===== src/hw/rtl/ssp_pkg.sv =====
// Shared types, constants and divider step functions for the sprite projector.
package ssp_pkg;

   localparam int SCREEN_WIDTH  = 640;
   localparam int SCREEN_HEIGHT = 480;

   // divider sizing: numerators up to 44 bits, denominators up to 33 bits
   localparam int NUM_W = 44;
   localparam int DEN_W = 33;
   localparam int QW    = 16;
   localparam int CMP_W = DEN_W + QW;
   localparam int LANES = 3;

   // divider lane assignment
   localparam int LANE_DEPTH  = 0;
   localparam int LANE_CENTRE = 1;
   localparam int LANE_SIZE   = 2;

   // configuration register indexes
   localparam logic [2:0] REG_CAM_POS_X    = 3'd0;
   localparam logic [2:0] REG_CAM_POS_Y    = 3'd1;
   localparam logic [2:0] REG_VIEW_DIR_X   = 3'd2;
   localparam logic [2:0] REG_VIEW_DIR_Y   = 3'd3;
   localparam logic [2:0] REG_PROJ_PLANE_X = 3'd4;
   localparam logic [2:0] REG_PROJ_PLANE_Y = 3'd5;

   typedef struct packed {
      logic signed [15:0] cam_pos_x;
      logic signed [15:0] cam_pos_y;
      logic signed [15:0] view_dir_x;
      logic signed [15:0] view_dir_y;
      logic signed [15:0] proj_plane_x;
      logic signed [15:0] proj_plane_y;
   } cfg_type;

   typedef struct packed {
      logic signed [15:0] obj_x;
      logic signed [15:0] obj_y;
   } req_type;

   typedef struct packed {
      logic signed [15:0] cam_depth;
      logic signed [15:0] centre_col;
      logic [15:0]        proj_size;
      logic [11:0]        row_first;
      logic signed [15:0] row_last;
      logic [14:0]        col_first;
      logic signed [15:0] col_last;
   } rsp_type;

   typedef struct packed {
      logic det_zero;
      logic numy_zero;
      logic numx_neg;
      logic depth_neg;
      logic centre_neg;
   } flags_type;

   typedef struct packed {
      logic [NUM_W-1:0] rem;
      logic [DEN_W-1:0] den;
      logic [QW-1:0]    quo;
      logic             ovf;
   } div_type;

   // first divider stage: flags a quotient that does not fit in QW bits
   function automatic div_type div_load(logic [NUM_W-1:0] num, logic [DEN_W-1:0] den);
      logic [CMP_W:0] diff;
      div_type r;
      r.rem = num;
      r.den = den;
      r.quo = '0;
      diff  = {1'b0, CMP_W'(num)} - {1'b0, (CMP_W'(den) << QW)};
      r.ovf = ~diff[CMP_W];
      return r;
   endfunction

   // one restoring step, quotient bit k
   function automatic div_type div_step(div_type s, int k);
      logic [CMP_W:0] diff;
      div_type r;
      r    = s;
      diff = {1'b0, CMP_W'(s.rem)} - {1'b0, (CMP_W'(s.den) << k)};
      if (!diff[CMP_W]) begin
         r.rem    = diff[NUM_W-1:0];
         r.quo[k] = 1'b1;
      end
      return r;
   endfunction

endpackage


===== src/hw/rtl/ssp_back.sv =====
// Back end: quotient saturation, screen extents, output register and skid.
module ssp_back (
   input  logic                                  clock,
   input  logic                                  reset,
   output logic                                  en,
   input  logic                                  in_valid,
   input  ssp_pkg::div_type [ssp_pkg::LANES-1:0] in_res,
   input  ssp_pkg::flags_type                    in_flags,
   output logic                                  rsp_valid,
   input  logic                                  rsp_ready,
   output ssp_pkg::rsp_type                      rsp_data
);

   localparam logic signed [17:0] H_HALF = 18'(ssp_pkg::SCREEN_HEIGHT / 2);
   localparam logic signed [17:0] H_LAST = 18'(ssp_pkg::SCREEN_HEIGHT - 1);
   localparam logic signed [17:0] W_LAST = 18'(ssp_pkg::SCREEN_WIDTH - 1);
   localparam logic signed [17:0] COL_MIN = -18'sd32768;

   logic               b1_v_ff;
   logic signed [15:0] depth_ff, centre_ff;
   logic [15:0]        size_ff;
   logic signed [15:0] depth_in, centre_in;
   logic [15:0]        size_in;

   logic               out_v_ff, skid_v_ff;
   ssp_pkg::rsp_type   out_ff, skid_ff, res;

   logic signed [17:0] half, rf, rl, cf, cl;

   // truncating signed quotient saturated to 16 bits
   function automatic logic [15:0] sat_q(ssp_pkg::div_type d, logic neg);
      logic [15:0] r;
      if (neg) begin
         r = (d.ovf || (d.quo > 16'h8000)) ? 16'h8000 : 16'(~d.quo + 16'd1);
      end else begin
         r = (d.ovf || d.quo[15]) ? 16'h7FFF : d.quo;
      end
      return r;
   endfunction

   always_comb begin
      if (in_flags.det_zero) begin
         depth_in  = '0;
         centre_in = 16'sh7FFF;
         size_in   = 16'hFFFF;
      end else if (in_flags.numy_zero) begin
         depth_in  = '0;
         centre_in = in_flags.numx_neg ? 16'sh8000 : 16'sh7FFF;
         size_in   = 16'hFFFF;
      end else begin
         depth_in  = sat_q(in_res[ssp_pkg::LANE_DEPTH], in_flags.depth_neg);
         centre_in = sat_q(in_res[ssp_pkg::LANE_CENTRE], in_flags.centre_neg);
         size_in   = in_res[ssp_pkg::LANE_SIZE].ovf ? 16'hFFFF :
                     in_res[ssp_pkg::LANE_SIZE].quo;
      end
   end

   always_comb begin
      half = 18'({3'b000, size_ff[15:1]});
      rf   = H_HALF - half;
      rl   = H_HALF + half;
      cf   = 18'(centre_ff) - half;
      cl   = 18'(centre_ff) + half;
      if (rf < 0) rf = '0;
      if (rl > H_LAST) rl = H_LAST;
      if (cf < 0) cf = '0;
      if (cl > W_LAST) cl = W_LAST;
      if (cl < COL_MIN) cl = COL_MIN;
      res.cam_depth  = depth_ff;
      res.centre_col = centre_ff;
      res.proj_size  = size_ff;
      res.row_first  = rf[11:0];
      res.row_last   = rl[15:0];
      res.col_first  = cf[14:0];
      res.col_last   = cl[15:0];
   end

   assign en = ~skid_v_ff;

   always_ff @(posedge clock) begin
      if (reset) begin
         b1_v_ff <= 1'b0;
      end else if (en) begin
         b1_v_ff <= in_valid;
      end
   end

   always_ff @(posedge clock) begin
      if (en) begin
         depth_ff  <= depth_in;
         centre_ff <= centre_in;
         size_ff   <= size_in;
      end
   end

   // output register plus one skid entry; the pipe stops only when both hold data
   always_ff @(posedge clock) begin
      if (reset) begin
         out_v_ff  <= 1'b0;
         skid_v_ff <= 1'b0;
      end else if (out_v_ff && rsp_ready) begin
         if (skid_v_ff) begin
            out_ff    <= skid_ff;
            skid_v_ff <= 1'b0;
         end else begin
            out_v_ff <= b1_v_ff;
            out_ff   <= res;
         end
      end else if (out_v_ff) begin
         if (b1_v_ff && en) begin
            skid_ff   <= res;
            skid_v_ff <= 1'b1;
         end
      end else begin
         out_v_ff <= b1_v_ff;
         out_ff   <= res;
      end
   end

   assign rsp_valid = out_v_ff;
   assign rsp_data  = out_ff;

endmodule


===== config.mk =====
export PLATFORM = sky130hd
export DESIGN_NAME = ssp_back
export DESIGN_NICKNAME = d
export VERILOG_FILES = /design/src/hw/rtl/ssp_pkg.sv /design/src/hw/rtl/ssp_back.sv
export SDC_FILE = /design/constraint.sdc
export NUM_CORES = 1
export LEC_CHECK = 0
export BUFFER_PORTS_ARGS = -buffer_cell sky130_fd_sc_hd__buf_2
export CAP_MARGIN = 40
export CORE_MARGIN = 10
export CORE_UTILIZATION = 52
export DETAILED_ROUTE_END_ITERATION = 10
export GPL_TIMING_DRIVEN = 0
export PLACE_DENSITY = 0.87
export SLEW_MARGIN = 10
export SYNTH_ARGS = -nofsm -noshare
export SYNTH_HDL_FRONTEND = slang
export SYNTH_SLANG_ARGS = --single-unit

===== constraint.sdc =====
create_clock -name clock -period 7.32 [get_ports clock]
set_input_delay 0.732 -clock clock [delete_from_list [all_inputs] [get_ports clock]]
set_output_delay 0.732 -clock clock [all_outputs]
set_load 0.005 [all_outputs]

# [After elaboration in Yosys (flattened, before gate mapping)]
# Index checks and enable logic that the tools add are counted.
[op_classes] addsub=6 n_lt_le_gt_ge=7 eq_ne=2 muxes=19 bitwise=5 reduce_logical=12
[ops] operator="2-to-1 mux 107 bit" count=3
[ops] operator="2-to-1 mux 16 bit" count=10
[ops] operator="adder 16 x 1 -> 16 bit, second input constant" count=2
[ops] operator="greater-than comparator 16 bit, second input constant" count=2
[ops] operator="NOT 16 bit" count=2
[ops] operator="< comparator 18 x 16 -> 1 bit, second input constant" count=1
[ops] operator="2-to-1 mux 18 bit" count=1
[ops] operator="adder 16 x 16 -> 17 bit" count=1
[ops] operator="greater-than comparator 17 x 11 -> 1 bit, second input constant" count=1
[ops] operator="< comparator 17 x 1 -> 1 bit, second input constant" count=1
[ops] operator="subtractor 16 x 16 -> 17 bit" count=1
[ops] operator="adder 8 x 15 -> 16 bit, first input constant" count=1
[ops] operator="greater-than comparator 16 x 9 -> 1 bit, second input constant" count=1
[ops] operator="< comparator 16 x 1 -> 1 bit, second input constant" count=1
[ops] operator="subtractor 8 x 15 -> 16 bit, first input constant" count=1
[ops] operator="2-to-1 mux 15 bit" count=1
[ops] operator="2-to-1 mux 12 bit" count=1
[ops] operator="logical OR 1 bit" count=4
[ops] operator="AND reduction 2 bit" count=2
[ops] operator="AND reduction 4 bit" count=1
[ops] operator="OR reduction 2 bit" count=2
[ops] operator="2-to-1 mux 1 bit" count=3
[ops] operator="NOT 1 bit" count=3
[ops] operator="OR reduction 3 bit" count=1
[ops] operator="other kinds (3)" count=4
[word_totals] ff_bits=265 output_inout_bits=109 elab_cells=71

# [Logic depth before layout (Yosys ltp)]
[depth] ltp_word=7 mapped_depth=13 mapped_depth_nobuf=12

# [Worst setup path after synthesis]
# No wires, ideal clock.
[synth_path] path_type="input-to-reg" startpoint="input port rsp_ready" endpoint="register out_ff, in the netlist rsp_data[0], enable pin" setup_time_ns=0.609 arrival_time_ns=5.916 t_required_ns=6.711 setup_slack_ns=0.795 stages=2 path_buffers=0 path_cell_list="inv_1 -> a21oi_1"
[synth_via] elab_chain_cells=3
[synth_lines] item="from (decl)" line_no="ssp_back.sv:10" rtl="input logic rsp_ready,"
[synth_lines] item="logical AND 1 bit" line_no="ssp_back.sv:101" rtl="end else if (out_v_ff && rsp_ready) begin"
[synth_lines] item="inequality test 2 x 1 -> 1 bit (no source line)"
[synth_lines] item="AND reduction 2 bit (no source line)"
[synth_lines] item="to (signal assigned)" line_no="ssp_back.sv:103" rtl="out_ff <= skid_ff;"
[synth_lines] item="to (signal assigned)" line_no="ssp_back.sv:107" rtl="out_ff <= res;"
[synth_lines] item="to (signal assigned)" line_no="ssp_back.sv:116" rtl="out_ff <= res;"
[synth_lines] item="to (decl)" line_no="ssp_back.sv:26" rtl="ssp_pkg::rsp_type out_ff, skid_ff, res;"
# Every way passes these cells.
# A chain may end at the register's enable or synchronous reset.

# [Final worst setup path]
[layout_path] startpoint="register size_ff[7]" endpoint="register out_ff, in the netlist rsp_data[13] (data pin)"
[layout_via] elab_chain_cells=7
[layout_lines] item="from (decl)" line_no="ssp_back.sv:21" rtl="logic [15:0] size_ff;"
[layout_lines] item="from (signal assigned)" line_no="ssp_back.sv:92" rtl="size_ff <= size_in;"
[layout_lines] item="adder 16 x 16 -> 17 bit *" line_no="ssp_back.sv:63" rtl="cl = 18'(centre_ff) + half;"
[layout_lines] item="greater-than comparator 17 x 11 -> 1 bit" line_no="ssp_back.sv:67" rtl="if (cl > W_LAST) cl = W_LAST;"
[layout_lines] item="2-to-1 mux 18 bit *" line_no="ssp_back.sv:67"
[layout_lines] item="< comparator 18 x 16 -> 1 bit" line_no="ssp_back.sv:68" rtl="if (cl < COL_MIN) cl = COL_MIN;"
[layout_lines] item="2-to-1 mux 16 bit *" line_no="ssp_back.sv:68"
[layout_lines] item="2-to-1 mux 107 bit (on tied branches)" line_no="ssp_back.sv:109, ssp_back.sv:102"
[layout_lines] item="2-to-1 mux 107 bit *" line_no="ssp_back.sv:101"
# Every way passes the cells marked *; elsewhere a longest branch is shown, timed or not. The select of a mux whose other input is x is not followed.

==> summary.md <==
| Metric | Value |
|---|---|
| Area after DPL | 14,180 sq um |
| Residual DRC count | 0 |
| Max-Cap Viols | 0 |
| # Post-CTS Setup Buffers | 0 |
| Pleak | roughly 5.6 nW |
| Startpoint types | flip-flop |
| Total CTS buffers | 25 |
| WL/cell | 19.09 um |
| WL final | 31.79 mm |
| Fin crit share | 0.5781 |
| Starting Density | 0.5263 |
| Max-Slew Margin vs Limit | 0.4654 |
| Hold WC Path Type | input port to flip-flop |
| Die Y-Extent | ~180 um |
| Final setup vio count | 0 |
| Most used DFF post-synth | edfxtp_1 |
| DR pass1 iterations | 5 |
| Tmin final | 4.232 ns |
| Mapped Area | around 13,000 sq um |
| Number of port buffers | 165 |
| Worst skew pair latency | 0.54 ns |
| Post_cts resized | 0 |
| DRT iter0 DRCs | 923 |
| R2r setup slk | 3.09 ns |
| Hold Slack | 0.4211 ns |
| CTS tree | done |
| FF-to-FF End | rsp_data[13] |
| Synth Instances | 1,114 |
| Gr ovfl total | 0 |
| Power density cells | roughly 230 nW/um^2 |
| Die W | 176.7 um |
| CTS sink count | 265 |
| CP Max Fanout | 10 |
| Core footprint | 24,250 sq um |
| Final Hold Fails | 0 |
| Finished Layout Cells | ~1,700 |
| Reg2reg path depth | 12 |
| Unrepaired setup endpoints after global routing | false |
| Via count | 9,533 |
| Clock Skew | 0.01430 ns |
| Worst setup path endpoint | rsp_data[13] |
| Pin count of the biggest net entering global routing | 64 |
| GRT Overall Usage | 0.1976 |
| Clk buf depth | 3 |
| Full die area | 31,210 sq um |
| Clock-pin slew on the worst setup and hold paths | 0.07 ns |
| Post-synthesis register bit count | 265 |
| Slew Limit Fails | 0 |
| Reg-to-Reg Start | size_ff[7] |
| Number of synthesized flops with an enable pin | 262 |
| Final GP Congestion | 0.9004 |
| HPWL after detailed placement | between 20 and 25 mm |
| Synthesized area per cell | ~11 sq um |
| Setup crit end kind | flip-flop |
| Total power | 3.486 mW |
| Core Rows | 57 |
| Fmax | 0.2363 GHz |
| Worst slew pin tran | 0.7915 ns |
| Crit path from | size_ff[7] |
| Area delta synth->final | 17.98% |
| NumNets Final | between 1,500 and 2,000 |
| Global-route wire length before repair | 49.27 mm |
| Worst IR drop on VDD | 0.1636 mV |
| Seq/Total Area, Yosys | 0.6212 |
| Critical path required time | 7.55 ns |
| Vias in the first global route | a little over 9,000 |
| # IOs | 400 |
| Initial antenna violation count | 3 |
| Outcome | finished clean |
| Fraction of layout cells with a size suffix above 1 | 0.1800 |
| Yosys cell types | 72 |
| Design Area, Final | 15,060 sq um |
| Dpl cells | ~1,600 |
| H-tree level count | 1 |
| Setup CP Type | flip-flop to flip-flop |
| Root buf cell | clkbuf_16 |
| Via density per instance | 5.726 |
| Core occupancy in the finished layout | 0.6209 |
| Critical Path AT | 4.47 ns |
| Synth warn | 0 |
| Antenna Nets Post-Route | 0 |
| Post-synthesis async set-or-reset flop share | 0 |
| # hold bufs at CTS | 0 |
## flip-flops by register name (all words and copies together) (netlist names)
signal,flops
b1_v_ff,1
depth_ff,16
skid_ff,107
rsp_valid,1
size_ff,16
centre_ff,16
rsp_data,107
skid_v_ff,1
## cell type report
| type | count | area (sq um) |
|---|---|---|
| fillers | 1889 | 9193 |
| flip-flops and latches | 265 | 7928 |
| multi-input cells | 761 | 4502 |
| repair buffers | 172 | 965.9 |
| clock buffers | 34 | 719.4 |
| well taps | 324 | 405.4 |
| plain buffers | 58 | 232.7 |
| clock inverters | 11 | 155.1 |
| inverters | 38 | 142.6 |
| diodes | 2 | 5.005 |
## cells in the final DEF (no fill, tap or decap), types with 7 or more instances in the layout
| cell type | n |
|---|---|
| and2_1 | 12 |
| xor2_1 | 10 |
| o31ai_1 | 33 |
| o21ai_0 | 57 |
| nand2b_1 | 15 |
| ha_1 | 38 |
| buf_2 | 169 |
| nor2_1 | 102 |
| a31oi_1 | 26 |
| conb_1 | 9 |
| a21oi_1 | 42 |
| a311oi_1 | 7 |
| nor3b_1 | 10 |
| edfxtp_1 | 262 |
| o22a_1 | 8 |
| nor2b_1 | 15 |
| a211oi_1 | 8 |
| or3_1 | 23 |
| o21a_1 | 7 |
| clkbuf_1 | 54 |
| nand3_1 | 7 |
| nor3_1 | 23 |
| inv_1 | 36 |
| clkbuf_16 | 25 |
| xnor2_1 | 20 |
| nand2_1 | 193 |
## power breakdown
group	total [mW]	leakage [nW]	internal, mW	switching (mW)
clock network	1.35	0.423	0.800	0.553
registers	1.76	2.47	1.73	0.0357
logic	0.372	2.75	0.144	0.228
total	3.49	5.64	2.67	0.817
## cell families (layout without fill, tap and decap cells)
group           after synthesis  in the layout  share of synthesized area
compound gates              238            238                     0.1229
xor+xnor                     30             30                    0.02059
fa+ha+maj                    40             40                    0.04040
buf+inv                      96            313                    0.02941
flops                       265            265                     0.6212
mux                           9              9                   0.007648
other cells                   1             11                  0.0002939
simple gates                435            435                     0.1576
## Yosys cell counts (3+ instances only)
cell | n | area (sq um)
edfxtp_1 | 262 | 7868
nand2_1 | 193 | 724.4
nor2_1 | 102 | 382.9
o21ai_0 | 57 | 285.3
clkbuf_1 | 51 | 191.4
a21oi_1 | 43 | 215.2
ha_1 | 38 | 475.5
inv_1 | 37 | 138.9
o31ai_1 | 33 | 247.7
a31oi_1 | 26 | 162.7
nor3_1 | 23 | 115.1
or3_1 | 23 | 143.9
xnor2_1 | 20 | 175.2
nand2b_1 | 15 | 93.84
nor2b_1 | 15 | 93.84
and2_1 | 12 | 75.07
nor3b_1 | 10 | 75.07
xor2_1 | 10 | 87.58
a211oi_1 | 8 | 60.06
o22a_1 | 8 | 70.07
a311oi_1 | 7 | 61.31
nand3_1 | 7 | 35.03
o21a_1 | 7 | 52.55
a21o_1 | 6 | 45.04
mux2_2 | 6 | 67.56
and3_1 | 5 | 31.28
nor4_1 | 5 | 31.28
o21bai_1 | 5 | 37.54
nand4_1 | 4 | 25.02
o22ai_1 | 4 | 25.02
or2_2 | 4 | 25.02
or4_1 | 4 | 30.03
a211o_1 | 3 | 26.28
a221oi_1 | 3 | 26.28
a31o_2 | 3 | 26.28
buf_2 | 3 | 15.01
dfxtp_1 | 3 | 60.06
mux2i_1 | 3 | 30.03
nand3b_1 | 3 | 22.52
o211ai_1 | 3 | 22.52
## worst min-delay path by stage
stage / start / endpoint / cells past startpoint
6_report: rsp_ready / skid_v_ff / 2
5_1_grt: rsp_ready / skid_v_ff / 2
4_1_cts: rsp_ready / skid_v_ff / 2
3_5_place_dp: depth_ff[11] / skid_ff[102] / 0
3_3_place_gp: depth_ff[0] / skid_ff[91] / 0
2_1_floorplan: depth_ff[9] / skid_ff[100] / 0
## through the flow
step / setup TNS [ns] / worst slack (ns)
6_report: 0 / 3.088
5_1_grt: 0 / 2.866
4_1_cts: 0 / 3.172
3_5_place_dp: 0 / 3.207
3_3_place_gp: -129.86 / -1.226
2_1_floorplan: 0 / 0.7948
## metal layers
layer | up-vias | track usage | routed length (um)
met5 | - | 0 | 13
met4 | 2 | 0.06480 | 850
met3 | 58 | 0.04993 | 3183
met2 | 437 | 0.3040 | 14310
met1 | 4556 | 0.2692 | 13430
li1 | 4480 | - | -
## worst max-delay path, stage by stage, from the launching register on
cell and delay [ns]:
edfxtp_1 0.41, clkbuf_1 0.36, inv_1 0.19, ha_1 0.30, clkbuf_1 0.23, nor2_1 0.29, nand3b_1 0.11, a21oi_1 0.38
nor4_1 0.12, o41ai_1 0.67, nand4bb_1 0.26, clkbuf_1 0.36, o31ai_1 0.22
Note: power is estimated with default switching activity, not from simulation.
